==> config.mk <==
export PLATFORM = sky130hd
export DESIGN_NAME = hid_idle_rate_timer_bank
export DESIGN_NICKNAME = d
export VERILOG_FILES = /design/src/rtl/core/hirt_pkg.sv /design/src/rtl/core/hirt_cfg.sv /design/src/rtl/core/hirt_ctrl.sv /design/src/rtl/core/hirt_dp.sv /design/src/rtl/core/hid_idle_rate_timer_bank.sv
export SDC_FILE = /design/constraint.sdc
export NUM_CORES = 1
export LEC_CHECK = 0
export ABC_CLOCK_PERIOD_IN_PS = 5100
export BUFFER_PORTS_ARGS = -buffer_cell sky130_fd_sc_hd__buf_2
export CAP_MARGIN = 20
export CORE_AREA = 5 5 206 148
export CTS_CLUSTER_SIZE = 12
export DETAILED_ROUTE_END_ITERATION = 8
export DIE_AREA = 0 0 211 153
export PLACE_DENSITY = 0.71
export SLEW_MARGIN = 20
export SYNTH_ARGS = -nofsm -noshare
export SYNTH_HDL_FRONTEND = slang
export SYNTH_HIERARCHICAL = 1
export SYNTH_SLANG_ARGS = --single-unit
==> constraint.sdc <==
create_clock -name clk_i -period 5.1 [get_ports clk_i]
set_input_delay 1.275 -clock clk_i [delete_from_list [all_inputs] [get_ports clk_i]]
set_output_delay 1.275 -clock clk_i [all_outputs]
set_load 0.005 [all_outputs]
==> src/rtl/core/hirt_pkg.sv <==
// ----------------------------------------------------------------------------
// hirt_pkg
// Shared types and constants of the HID idle rate timer bank: field layouts
// of the stream items, action and operation codes, controller states and the
// command and status groups between controller and datapath.
// ----------------------------------------------------------------------------
`default_nettype none

package hirt_pkg;

  localparam int MAX_REPORTS = 8;
  localparam int RPT_W       = $clog2(MAX_REPORTS);
  localparam int NUM_W       = RPT_W + 1;
  localparam int CNT_W       = 16;
  localparam int UNITS_W     = 8;

  localparam logic [CNT_W-1:0]   CNT_MAX           = {CNT_W{1'b1}};
  localparam logic [UNITS_W-1:0] DEFAULT_UNITS_RST = 8'd125;
  localparam logic [3:0]         REPORTS_RST       = 4'd8;

  typedef enum logic [2:0] {
    ACT_TICK      = 3'd0,
    ACT_SET_IDLE  = 3'd1,
    ACT_GET_IDLE  = 3'd2,
    ACT_SEND      = 3'd3,
    ACT_XFER_DONE = 3'd4,
    ACT_INIT      = 3'd5
  } action_e;

  typedef enum logic [2:0] {
    OP_NONE,
    OP_TICK,
    OP_SET_ALL,
    OP_SET_ONE,
    OP_GET,
    OP_SEND,
    OP_XFER,
    OP_INIT
  } op_e;

  typedef enum logic [1:0] {
    REG_IDS_USED = 2'd0,
    REG_REPORTS  = 2'd1,
    REG_DEFAULT  = 2'd2
  } reg_e;

  typedef enum logic [1:0] {
    ST_IDLE,
    ST_EXEC,
    ST_LOAD,
    ST_OUT
  } state_e;

  typedef struct packed {
    logic               ids_used;
    logic [3:0]         reports;
    logic [UNITS_W-1:0] default_units;
  } cfg_t;

  typedef struct packed {
    logic capture;
    logic step;
    logic ptr_inc;
    logic load_out;
  } cmd_t;

  typedef struct packed {
    logic walk;
    logic last;
  } stat_t;

  // Packed from the top bit down, so the first field lands in the highest bits.
  typedef struct packed {
    logic               pad;
    logic               bus_configured;
    logic [2:0]         report_index;
    logic [15:0]        request_length;
    logic [UNITS_W-1:0] new_units;
    logic [7:0]         req_id;
    logic [2:0]         action;
  } in_item_t;

  typedef struct packed {
    logic [5:0] pad;
    logic       endpoint_free;
    logic [7:0] sent_flags;
    logic [7:0] overflow_flags;
    logic [7:0] idle_value;
    logic       accepted;
  } out_item_t;

endpackage

`default_nettype wire

==> src/rtl/core/hirt_cfg.sv <==
// ----------------------------------------------------------------------------
// hirt_cfg
// APB register file holding the report addressing mode, the report count and
// the default idle duration.
// ----------------------------------------------------------------------------
`default_nettype none

module hirt_cfg (
  input  wire logic          clk_i,
  input  wire logic          rst_ni,
  input  wire logic          psel,
  input  wire logic          penable,
  input  wire logic          pwrite,
  input  wire logic [3:0]    paddr,
  input  wire logic [31:0]   pwdata,
  output logic      [31:0]   prdata,
  output logic               pready,
  output hirt_pkg::cfg_t     cfg_o
);
  import hirt_pkg::*;

  cfg_t cfg_q, cfg_d;
  logic wr_en;

  assign pready = 1'b1;
  assign wr_en  = psel && penable && pwrite && pready;

  always_comb begin
    cfg_d = cfg_q;
    if (wr_en) begin
      unique case (reg_e'(paddr[3:2]))
        REG_IDS_USED: cfg_d.ids_used      = pwdata[0];
        REG_REPORTS:  cfg_d.reports       = pwdata[3:0];
        REG_DEFAULT:  cfg_d.default_units = pwdata[UNITS_W-1:0];
        default: ;
      endcase
    end
  end

  always_ff @(posedge clk_i or negedge rst_ni) begin
    if (!rst_ni) begin
      cfg_q.ids_used      <= 1'b1;
      cfg_q.reports       <= REPORTS_RST;
      cfg_q.default_units <= DEFAULT_UNITS_RST;
    end else begin
      cfg_q <= cfg_d;
    end
  end

  always_comb begin
    unique case (reg_e'(paddr[3:2]))
      REG_IDS_USED: prdata = {31'd0, cfg_q.ids_used};
      REG_REPORTS:  prdata = {28'd0, cfg_q.reports};
      REG_DEFAULT:  prdata = {{(32-UNITS_W){1'b0}}, cfg_q.default_units};
      default:      prdata = 32'd0;
    endcase
  end

  assign cfg_o = cfg_q;

endmodule

`default_nettype wire

==> src/rtl/core/hirt_ctrl.sv <==
// ----------------------------------------------------------------------------
// hirt_ctrl
// Controller: takes one transaction, steps the datapath once or walks it over
// the report range, loads the result register and holds it until taken.
// ----------------------------------------------------------------------------
`default_nettype none

module hirt_ctrl (
  input  wire logic          clk_i,
  input  wire logic          rst_ni,
  input  wire logic          in_valid_i,
  output logic               in_ready_o,
  output logic               out_valid_o,
  input  wire logic          out_ready_i,
  input  hirt_pkg::stat_t    stat_i,
  output hirt_pkg::cmd_t     cmd_o
);
  import hirt_pkg::*;

  state_e state_q, state_d;

  always_comb begin
    state_d = state_q;
    unique case (state_q)
      ST_IDLE: if (in_valid_i) state_d = ST_EXEC;
      ST_EXEC: if (!stat_i.walk || stat_i.last) state_d = ST_LOAD;
      ST_LOAD: state_d = ST_OUT;
      ST_OUT:  if (out_ready_i) state_d = ST_IDLE;
      default: state_d = ST_IDLE;
    endcase
  end

  always_ff @(posedge clk_i or negedge rst_ni) begin
    if (!rst_ni) begin
      state_q <= ST_IDLE;
    end else begin
      state_q <= state_d;
    end
  end

  always_comb begin
    cmd_o       = '0;
    in_ready_o  = 1'b0;
    out_valid_o = 1'b0;
    unique case (state_q)
      ST_IDLE: begin
        in_ready_o    = 1'b1;
        cmd_o.capture = in_valid_i;
      end
      ST_EXEC: begin
        cmd_o.step    = 1'b1;
        cmd_o.ptr_inc = stat_i.walk && !stat_i.last;
      end
      ST_LOAD: cmd_o.load_out = 1'b1;
      ST_OUT:  out_valid_o = 1'b1;
      default: ;
    endcase
  end

  // The result register is only loaded once the work of the item is over.
  a_load_after_exec: assert property (@(posedge clk_i) disable iff (!rst_ni)
    cmd_o.load_out |-> $past(state_q == ST_EXEC))
    else $error("result loaded without an execute step");

  // A new item is taken only while no result is pending.
  a_no_capture_while_out: assert property (@(posedge clk_i) disable iff (!rst_ni)
    cmd_o.capture |-> !out_valid_o)
    else $error("item captured while a result is pending");

  // Execution always follows a capture or a further walk step.
  a_exec_entry: assert property (@(posedge clk_i) disable iff (!rst_ni)
    (state_q == ST_EXEC) |-> $past(cmd_o.capture || cmd_o.ptr_inc))
    else $error("execute state entered without a capture");

endmodule

`default_nettype wire

==> src/rtl/core/hirt_dp.sv <==
// ----------------------------------------------------------------------------
// hirt_dp
// Datapath: decodes the captured transaction into an operation and a report
// pointer, holds the per-report timers and flags, and updates one report per
// execute step at the pointer.
// ----------------------------------------------------------------------------
`default_nettype none

module hirt_dp (
  input  wire logic            clk_i,
  input  wire logic            rst_ni,
  input  hirt_pkg::cfg_t       cfg_i,
  input  hirt_pkg::in_item_t   item_i,
  input  hirt_pkg::cmd_t       cmd_i,
  output hirt_pkg::stat_t      stat_o,
  output hirt_pkg::out_item_t  out_o
);
  import hirt_pkg::*;

  logic [CNT_W-1:0]   cnt_q   [MAX_REPORTS];
  logic [UNITS_W-1:0] units_q [MAX_REPORTS];
  logic [MAX_REPORTS-1:0] ovf_q;
  logic [MAX_REPORTS-1:0] sent_q;
  logic               ep_free_q;
  logic [RPT_W-1:0]   last_sent_q;

  op_e                op_q, op_d;
  logic [RPT_W-1:0]   ptr_q, ptr_d;
  logic [RPT_W-1:0]   end_q, end_d;
  logic [UNITS_W-1:0] dur_q;
  logic               acc_q;
  logic [UNITS_W-1:0] val_q;
  out_item_t          out_q;

  logic [NUM_W-1:0]   num_rpt;
  logic [RPT_W-1:0]   last_rpt;
  logic               tgt_ok;
  logic [RPT_W-1:0]   tgt;

  logic [CNT_W-1:0]   cnt_cur, cnt_inc;
  logic [UNITS_W-1:0] units_cur;
  logic [CNT_W-1:0]   limit;
  logic [MAX_REPORTS-1:0] units_nz;

  // Number of active reports and the idle request target.
  always_comb begin
    if (!cfg_i.ids_used) begin
      num_rpt = NUM_W'(1);
    end else if (cfg_i.reports == 4'd0) begin
      num_rpt = NUM_W'(1);
    end else if (cfg_i.reports > 4'(MAX_REPORTS)) begin
      num_rpt = NUM_W'(MAX_REPORTS);
    end else begin
      num_rpt = NUM_W'(cfg_i.reports);
    end
    last_rpt = RPT_W'(num_rpt - NUM_W'(1));

    if (cfg_i.ids_used) begin
      tgt_ok = (item_i.req_id != 8'd0) &&
               (item_i.req_id <= 8'(num_rpt));
      tgt    = RPT_W'(item_i.req_id - 8'd1);
    end else begin
      tgt_ok = (item_i.req_id == 8'd0);
      tgt    = '0;
    end
  end

  always_comb begin
    op_d  = OP_NONE;
    ptr_d = '0;
    end_d = '0;
    case (action_e'(item_i.action))
      ACT_TICK: begin
        if (item_i.bus_configured) op_d = OP_TICK;
        end_d = last_rpt;
      end
      ACT_SET_IDLE: begin
        if (cfg_i.ids_used && item_i.req_id == 8'd0) begin
          op_d  = OP_SET_ALL;
          end_d = last_rpt;
        end else if (tgt_ok) begin
          op_d  = OP_SET_ONE;
          ptr_d = tgt;
        end
      end
      ACT_GET_IDLE: begin
        if (tgt_ok && item_i.request_length == 16'd1) op_d = OP_GET;
        ptr_d = tgt;
      end
      ACT_SEND: begin
        if ((NUM_W'(item_i.report_index) < num_rpt) && ep_free_q) op_d = OP_SEND;
        ptr_d = RPT_W'(item_i.report_index);
      end
      ACT_XFER_DONE: begin
        op_d  = OP_XFER;
        ptr_d = last_sent_q;
      end
      ACT_INIT: begin
        op_d  = OP_INIT;
        end_d = RPT_W'(MAX_REPORTS - 1);
      end
      default: ;
    endcase
  end

  always_ff @(posedge clk_i or negedge rst_ni) begin
    if (!rst_ni) begin
      op_q  <= OP_NONE;
      ptr_q <= '0;
      end_q <= '0;
      acc_q <= 1'b0;
      val_q <= '0;
    end else begin
      if (cmd_i.capture) begin
        op_q  <= op_d;
        ptr_q <= ptr_d;
        end_q <= end_d;
        acc_q <= (op_d != OP_NONE);
        val_q <= '0;
      end else begin
        if (cmd_i.ptr_inc) ptr_q <= ptr_q + RPT_W'(1);
        if (cmd_i.step && op_q == OP_GET) val_q <= units_cur;
      end
    end
  end

  always_ff @(posedge clk_i) begin
    if (cmd_i.capture) dur_q <= item_i.new_units;
  end

  assign stat_o.walk = (op_q == OP_TICK) || (op_q == OP_SET_ALL) || (op_q == OP_INIT);
  assign stat_o.last = (ptr_q == end_q);

  // Timer arithmetic for the report under the pointer.
  assign cnt_cur   = cnt_q[ptr_q];
  assign units_cur = units_q[ptr_q];
  assign cnt_inc   = (cnt_cur == CNT_MAX) ? cnt_cur : cnt_cur + CNT_W'(1);
  assign limit     = {{(CNT_W-UNITS_W-2){1'b0}}, units_cur, 2'b00};

  always_ff @(posedge clk_i or negedge rst_ni) begin
    if (!rst_ni) begin
      for (int r = 0; r < MAX_REPORTS; r++) begin
        cnt_q[r]   <= '0;
        units_q[r] <= DEFAULT_UNITS_RST;
      end
      ovf_q       <= '0;
      sent_q      <= '1;
      ep_free_q   <= 1'b1;
      last_sent_q <= '0;
    end else if (cmd_i.step) begin
      case (op_q)
        OP_TICK: begin
          if (units_cur != '0) begin
            cnt_q[ptr_q] <= cnt_inc;
            if (cnt_inc >= limit) ovf_q[ptr_q] <= 1'b1;
          end
        end
        OP_SET_ALL, OP_SET_ONE: begin
          cnt_q[ptr_q]   <= '0;
          ovf_q[ptr_q]   <= 1'b0;
          units_q[ptr_q] <= dur_q;
        end
        OP_SEND: begin
          cnt_q[ptr_q]  <= '0;
          sent_q[ptr_q] <= 1'b0;
          last_sent_q   <= ptr_q;
          ep_free_q     <= 1'b0;
        end
        OP_XFER: begin
          sent_q[ptr_q] <= 1'b1;
          ep_free_q     <= 1'b1;
        end
        OP_INIT: begin
          cnt_q[ptr_q]   <= '0;
          units_q[ptr_q] <= cfg_i.default_units;
          ovf_q[ptr_q]   <= 1'b0;
          sent_q[ptr_q]  <= 1'b1;
          ep_free_q      <= 1'b1;
        end
        default: ;
      endcase
    end
  end

  always_ff @(posedge clk_i) begin
    if (cmd_i.load_out) begin
      out_q.pad            <= '0;
      out_q.endpoint_free  <= ep_free_q;
      out_q.sent_flags     <= sent_q;
      out_q.overflow_flags <= ovf_q;
      out_q.idle_value     <= val_q;
      out_q.accepted       <= acc_q;
    end
  end

  assign out_o = out_q;

  always_comb begin
    for (int r = 0; r < MAX_REPORTS; r++) begin
      units_nz[r] = (units_q[r] != '0);
    end
  end

  // A report with an infinite duration never shows an elapsed period.
  a_ovf_needs_units: assert property (@(posedge clk_i) disable iff (!rst_ni)
    (ovf_q & ~units_nz) == '0)
    else $error("overflow flag set on a report with infinite duration");

  // The endpoint turns busy only through an accepted send.
  a_busy_by_send: assert property (@(posedge clk_i) disable iff (!rst_ni)
    $fell(ep_free_q) |-> $past(cmd_i.step && op_q == OP_SEND))
    else $error("endpoint busy without a send");

  // The walk pointer stays inside the range set at capture.
  a_ptr_in_range: assert property (@(posedge clk_i) disable iff (!rst_ni)
    stat_o.walk |-> (ptr_q <= end_q))
    else $error("walk pointer beyond its end");

  // Only get idle returns a duration.
  a_val_only_get: assert property (@(posedge clk_i) disable iff (!rst_ni)
    (val_q != '0) |-> (op_q == OP_GET))
    else $error("idle value set by an operation other than get idle");

endmodule

`default_nettype wire

==> src/rtl/core/hid_idle_rate_timer_bank.sv <==
// ----------------------------------------------------------------------------
// hid_idle_rate_timer_bank
// Flow: a tick with the bus configured or a set-all walks the active reports,
//   init walks all 8, every other action takes one execute step; then the
//   result register is loaded and offered on the result stream.
// Throughput: one item at a time; a walk visits one report per cycle, and a
//   new item is taken only once the result of the last one has been taken.
// Reset: asynchronous active low; timers clear, durations load 125, all sent
//   flags set, endpoint free, configuration back to ID mode with 8 reports.
// ----------------------------------------------------------------------------
`default_nettype none

module hid_idle_rate_timer_bank (
  input  wire logic        clk_i,
  input  wire logic        rst_ni,
  // APB configuration port
  input  wire logic        psel,
  input  wire logic        penable,
  input  wire logic        pwrite,
  input  wire logic [3:0]  paddr,
  input  wire logic [31:0] pwdata,
  output logic      [31:0] prdata,
  output logic             pready,
  // Input stream
  input  wire logic        s_axis_tvalid,
  output logic             s_axis_tready,
  // tdata from bit 0: action[2:0], request ID[7:0], new duration[7:0],
  // request_length[15:0], report_index[2:0], bus_configured, zero pad
  input  wire logic [39:0] s_axis_tdata,
  // Result stream
  output logic             m_axis_tvalid,
  input  wire logic        m_axis_tready,
  // tdata from bit 0: accepted, idle_value[7:0], overflow_flags[7:0],
  // sent_flags[7:0], endpoint_free, zero pad
  output logic      [31:0] m_axis_tdata
);
  import hirt_pkg::*;

  cfg_t      cfg;
  cmd_t      cmd;
  stat_t     stat;
  in_item_t  item;
  out_item_t res;

  assign item         = in_item_t'(s_axis_tdata);
  assign m_axis_tdata = 32'(res);

  hirt_cfg u_cfg (
    .clk_i   (clk_i),
    .rst_ni  (rst_ni),
    .psel    (psel),
    .penable (penable),
    .pwrite  (pwrite),
    .paddr   (paddr),
    .pwdata  (pwdata),
    .prdata  (prdata),
    .pready  (pready),
    .cfg_o   (cfg)
  );

  hirt_ctrl u_ctrl (
    .clk_i       (clk_i),
    .rst_ni      (rst_ni),
    .in_valid_i  (s_axis_tvalid),
    .in_ready_o  (s_axis_tready),
    .out_valid_o (m_axis_tvalid),
    .out_ready_i (m_axis_tready),
    .stat_i      (stat),
    .cmd_o       (cmd)
  );

  hirt_dp u_dp (
    .clk_i  (clk_i),
    .rst_ni (rst_ni),
    .cfg_i  (cfg),
    .item_i (item),
    .cmd_i  (cmd),
    .stat_o (stat),
    .out_o  (res)
  );

endmodule

`default_nettype wire

==> impl_metrics.yaml, run 1 <==
clock_network:
  cts_made_buffers: 28
  cts.sinks: 279
  hold_buffers: 0
  clockRootBuffer: "clkbuf_16"
  clock_latency_ps: 560
  path_clk_slew_ps: 60
  cts_tree: "yes"
  h-tree-depth: 1
  clk_path_buf_depth: 3
synth:
  synth_cell_types: 75
  synthMuxAreaShare: 0.2041
  synth_top_family_by_area: "multiplexers"
  synth-simple-area-share: 0.09900
  synth_edf_count: 34
  synthAdderAreaFrac: 0.02064
  async_flop_share: 0.8781
  synthXorXnorAreaFrac: 0.01005
  syn_area_um2: 13940
  synthFlopType: "dfrtp_1"
  ys_warn_count: 6
  synth_seq_cells: 279
  synthCells: 1142
  synth_compound_area_frac: 0.09335
  synth_seq_area_share: 0.5189
  synth.avg_cell_area_um2: 12.21
timing:
  relSlewSlack: 0.4009
  rsz0062_at_grt: "no"
  max_freq_ghz: 0.2076
  period_minus_slack_ps: 4816
  setup_ws_ps: 283.5
  hold_violations: 0
  worst_clock_skew_ps: 30.64
  tns_ps: 0
  holdWs_ps: 449.0
  drv_slew: 0
  finalSetupViolations: 0
  fin_crit_sh: 0.9444
  worst_slew_pin_slew_ps: 898.6
grt:
  track_usage: 0.2084
  grt_max_degree: 113
  antenna_found_initial: 0
  grt_first_pass_wirelength_um: 54500
  grt_pass1_vias: 9687
  grt_overflow_total: 0
placed_design:
  io_buffer_count: 91
  hpwlAfterDp_um: 23220
  post-place-ws_ps: 148.0
  dp.cells: 1595
  gp_congestion: 0.9312
floorplan:
  die_w_um: 211
  initial_core_util: 0.4914
  core_um2: 28370
  dieHeight_um: 153
  dieArea_um2: 32280
  ios: 150
  num_rows: 52
routing:
  drc_errors: 0
  wl_per_cell_um: 20.57
  dr.pass1.iters: 7
  wirelength_um: 34130
  routed.top_layer: "met4"
  ant_nets: 0
  dr_wl_met3_um: 1972
  wl_met1_um: 16010
  drt-initial-drc-count: 737
  dr_total_vias: 9451
  vias_per_cell: 5.697
  route.met2.wl_um: 15490
critical_path:
  critPathMaxStageDelay_ps: 610
  worstPathRequired_ps: 5510
  crit_start: "u_dp/ptr_q[0]"
  rrSetupSlack_ps: 280
  crit_chain: "buf_12, mux4_2, mux2i_1, or4_1, and4b_2, nand2b_4, or3b_2, xor2_1, ha_1, or4b_2, a221oi_1, nand4_1, o311ai_2, buf_4, a21boi_0"
  crit_slowest_cell: "or4b_2"
  startpoint_type: "register"
  criticalPathCategory: "reg -> reg"
  r2r_start: "u_dp/ptr_q[0]"
  endpoint_kind: "register"
  critPathMaxFanout: 15
  reg2reg_depth: 15
  worst_ep_arrival_time_ps: 5220
final_layout:
  antenna_cells: 0
  nets: 1366
  syn2layout_area_growth_pct: 12.99
  final_cells: 1659
  drive_above_1_share: 0.3552
worst_hold_path:
  hp-class: "reg -> reg"
  min_path_cells: 0
run:
  cap_violations: 0
power_and_ir_drop:
  vdd_drop_max_mv: 0.2341
  p_leak_nw: 7.040
  finalPower_mw: 8.419
  powerDensity_nw_per_um2: 534.5
outcome:
  status: "finished, final reports clean"
## cells in the mapped netlist (all sizes together), types with 12 or more instances
cell type	n	area share
a211oi	16	0.0086
mux4	24	0.039
a21oi	92	0.033
clkbuf	29	0.0078
inv	29	0.0078
nor3	12	0.0043
nand3	15	0.0057
dfstp	65	0.12
mux2i	42	0.030
ha	23	0.021
edfxtp	34	0.073
nor2	124	0.038
dfrtp	180	0.32
o21ai	36	0.014
nand2	28	0.0075
and2	18	0.0081
mux2	163	0.13
buf	62	0.037
nor2b	13	0.0058
## sequential cells by signal, indices dropped and copies added (netlist names), 8 cells and up, named ones only
signal        cells
u_dp/cnt_q      128
u_dp/out_o       26
u_dp/units_q     64
u_dp/dur_q        8
u_cfg/cfg_o      13
u_dp/val_q        8
## worst min-delay path by stage
stage,end,slack (ps),start
2_1_floorplan,u_dp/out_o[1],420,u_dp/val_q[0]
4_1_cts,u_dp/out_o[4],450,u_dp/val_q[3]
6_report,u_dp/out_o[4],450,u_dp/val_q[3]
3_5_place_dp,u_dp/out_o[12],440,register
3_3_place_gp,u_dp/out_o[3],430,u_dp/val_q[2]
5_1_grt,u_dp/out_o[4],470,u_dp/val_q[3]
## what timing repair did
action | in CTS | in global routing
resized for setup | 0 | 6
endpoints found under the setup margin | 0 | 8
buffers inserted | 0 | 13
## critical path: cells and delay by family, from the launching register on
family                   cells  cell delay (ps)
adder cells (fa/ha/maj)      1              210
buffers and inverters        2              420
AO/OA/AOI/OAI                3              620
multiplexers                 2              940
AND/OR/NAND/NOR              6             1860
flip-flops                   1              470
XOR/XNOR                     1              180
## power by group
part	internal (mW)	switching, mW	leakage, nW
clock network	1.08	0.821	0.407
logic	1.35	1.83	3.19
registers	2.97	0.367	3.45
total	5.40	3.02	7.04
## through the flow
stage | cell area (µm²) | util
finish | 15750 | 0.5552
global placement | 14780 | 0.5209
CTS | 15620 | 0.5506
global route | 15750 | 0.5552
floorplan | 14040 | -
detailed placement | 14780 | 0.5209
## layer usage
| layer | vias up | global-route usage |
|---|---|---|
| met4 | 0 | 0.03579 |
| met2 | 256 | 0.3240 |
| met1 | 4841 | 0.3113 |
| li1 | 4310 | - |
| met5 | - | 0 |
| met3 | 44 | 0.03975 |
## cell usage in the layout, fill, tap and decap left out, types with 14 or more instances in the layout
master and instances:
clkbuf_16 28, inv_1 27, and2_1 18, conb_1 31, buf_2 90, mux2_2 138, a21oi_1 92, dfrtp_1 177
o21ai_0 34, nand2_1 28, mux4_2 24, ha_1 23, a211oi_1 16, buf_4 53, nor2_1 116, dfstp_2 65
mux2i_1 41, nand3_1 14, clkbuf_1 16, edfxtp_1 34
## final cells by class
cell class,count,area [µm²]
clock buffer,48,815.8
clock inverter,3,26.28
fill,2378,12620
inverter,30,112.6
multi-input combinational,770,6086
sequential,279,7242
tap,378,473.0
timing repair buffer,151,994.7
## cell families (layout without fill, tap and decap cells)
kind of cell             after synthesis  in the layout
other                                  3             31
multiplexers                         229            229
AND/OR/NAND/NOR                      266            266
adder cells (fa/ha/maj)               23             23
flip-flops                           279            279
XOR/XNOR                              16             16
buffers and inverters                121            232
AO/OA/AOI/OAI                        205            205
Note: power is estimated with default switching activity, not from simulation.
==> inputs of run 2 (changes only) <==
CORE_AREA = 5 5 173 175   (was 5 5 206 148)
DIE_AREA = 0 0 178 180   (was 0 0 211 153)
==> run 2 against run 1 <==
Compared with the run above:
- clock skew fell by 12 ps
- utilization fell by 0.29 points
- via count decreased by 2.1%
- hold slack hardly changed
- fmax is 1.7% lower
- worst setup slack lost 82 ps
- design area fell by 0.71%
- clock power grew 4%
- cell count shrank 0.60%
- routed wire length fell by 7.0%
==> impl_metrics.yaml, run 2 (same netlist as run 1, synthesis figures left out) <==
floorplan:
  num_rows: 62
  core_um2: 28310
  die_w_um: 178
  dieHeight_um: 180
  initial_core_util: 0.4923
  dieArea_um2: 32040
  ios: 150
timing:
  worst_slew_pin_slew_ps: 958.6
  setup_ws_ps: 201.8
  period_minus_slack_ps: 4898
  rsz0062_at_grt: "no"
  fin_crit_sh: 0.9604
  worst_clock_skew_ps: 18.80
  hold_violations: 0
  relSlewSlack: 0.3427
  finalSetupViolations: 0
  drv_slew: 0
  max_freq_ghz: 0.2042
  tns_ps: 0
critical_path:
  endpoint_kind: "register"
  worstPathRequired_ps: 5540
  startpoint_type: "register"
  criticalPathCategory: "reg -> reg"
  worst_ep_arrival_time_ps: 5330
  rrSetupSlack_ps: 200
  critPathMaxFanout: 18
  r2r_start: "u_dp/ptr_q[1]"
  reg2reg_depth: 15
routing:
  wirelength_um: 31760
  drc_errors: 0
  drt-initial-drc-count: 592
  dr.pass1.iters: 5
  ant_nets: 0
  vias_per_cell: 5.613
  dr_total_vias: 9256
  wl_per_cell_um: 19.26
clock_network:
  cts.sinks: 279
  hold_buffers: 0
  path_clk_slew_ps: 60
  clock_latency_ps: 560
  clockRootBuffer: "clkbuf_16"
  h-tree-depth: 1
  clk_path_buf_depth: 3
  cts_made_buffers: 29
  cts_tree: "yes"
grt:
  grt_pass1_vias: 9446
  antenna_found_initial: 0
  grt_first_pass_wirelength_um: 51300
  use_met1: 0.2848
  busiest_layer: "met2"
  track_usage: 0.1976
  grt.met3_usage: 0.03319
  grt_use_met2: 0.3164
  grt_max_degree: 113
  grt_overflow_total: 0
worst_hold_path:
  min_path_cells: 0
  holdPathEnd: "u_dp/out_o[2]"
  hold_path_startpoint: "u_dp/val_q[1]"
  hp-class: "reg -> reg"
placed_design:
  gp_congestion: 0.8737
  dpl-instance-area_um2: 14740
  hpwlAfterDp_um: 21230
  io_buffer_count: 91
  post-place-ws_ps: 208.3
final_layout:
  largest_reg_flops: 128
  top_register: "u_dp/cnt_q"
  layout_commonest_cell: "dfrtp_1"
  syn2layout_area_growth_pct: 12.19
  drive_above_1_share: 0.3486
  nets: 1351
  stdcell_area_um2: 15640
  antenna_cells: 0
  final_cell_mix: "dfrtp_1 (177), mux2_2 (138), nor2_1 (116)"
power_and_ir_drop:
  vdd_drop_max_mv: 0.2928
  p_leak_nw: 6.957
  powerDensity_nw_per_um2: 530.1
outcome:
  status: "finished, final reports clean"
run:
  cap_violations: 0
==> run 2: layout make-up <==
class / count / area, µm²
inverter: 30 / 112.6
sequential: 279 / 7239
clock inverter: 5 / 46.29
tap: 384 / 480.5
timing repair buffer: 135 / 849.6
multi-input combinational: 770 / 6081
clock buffer: 46 / 829.5
fill: 2398 / 12680
==> run 2: report_power, final <==
| group | leakage, nW | switching (mW) | total (mW) | internal (mW) |
|---|---|---|---|---|
| sequential | 3.45 | 0.372 | 3.34 | 2.97 |
| clock | 0.424 | 0.857 | 1.97 | 1.11 |
| combinational | 3.09 | 1.70 | 2.98 | 1.28 |
| total | 6.96 | 2.93 | 8.29 | 5.36 |
==> run 2: critical path: stages (launching register included) <==
cell      delay, ps
dfrtp_2         640
buf_4           240
mux4_2          490
mux2i_1         250
or4_1           200
and4b_1         240
nand2b_1        170
or3b_2          470
xor2_1          180
ha_1            210
or4b_2          600
a221oi_1        250
nand4_1         170
o311ai_2        320
buf_4           220
a21boi_0        100
==> run 2: worst max-delay path by stage <==
stage	start	endpoint	slack [ps]
6_report	u_dp/ptr_q[1]	register	200
5_1_grt	u_dp/ptr_q[2]	register	30
4_1_cts	u_dp/ptr_q[2]	register	160
3_5_place_dp	u_dp/ptr_q[2]	register	210
3_3_place_gp	u_dp/ptr_q[2]	register	320
2_1_floorplan	u_dp/ptr_q[0]	register	330
==> run 2: metrics by stage <==
stage / util / total power, mW / hold WS [ps] / instances
after global placement: 0.5206 / 6.226 / 432.0 / 1597
final: 0.5523 / 8.291 / 449.1 / 1649
after CTS: 0.5516 / 8.316 / 451.3 / 1648
after floorplan: - / 5.389 / 424.2 / 1170
after detailed placement: 0.5206 / 6.313 / 435.8 / 1597
after global routing: 0.5523 / 8.776 / 454.6 / 1649
==> run 2: metal layers <==
metal | share of wire | routed length [µm] | up-vias
met5 | 0 | 0 | -
met4 | 0.018 | 561 | 0
met3 | 0.067 | 2139 | 42
li1 | - | - | 4280
met2 | 0.47 | 14930 | 316
met1 | 0.44 | 14130 | 4618
==> run 2: timing repair <==
action                     CTS  global route
setup endpoints to repair    0             8
hold endpoints to repair     0             0
gates resized for setup      0             3
buffers inserted             0             1
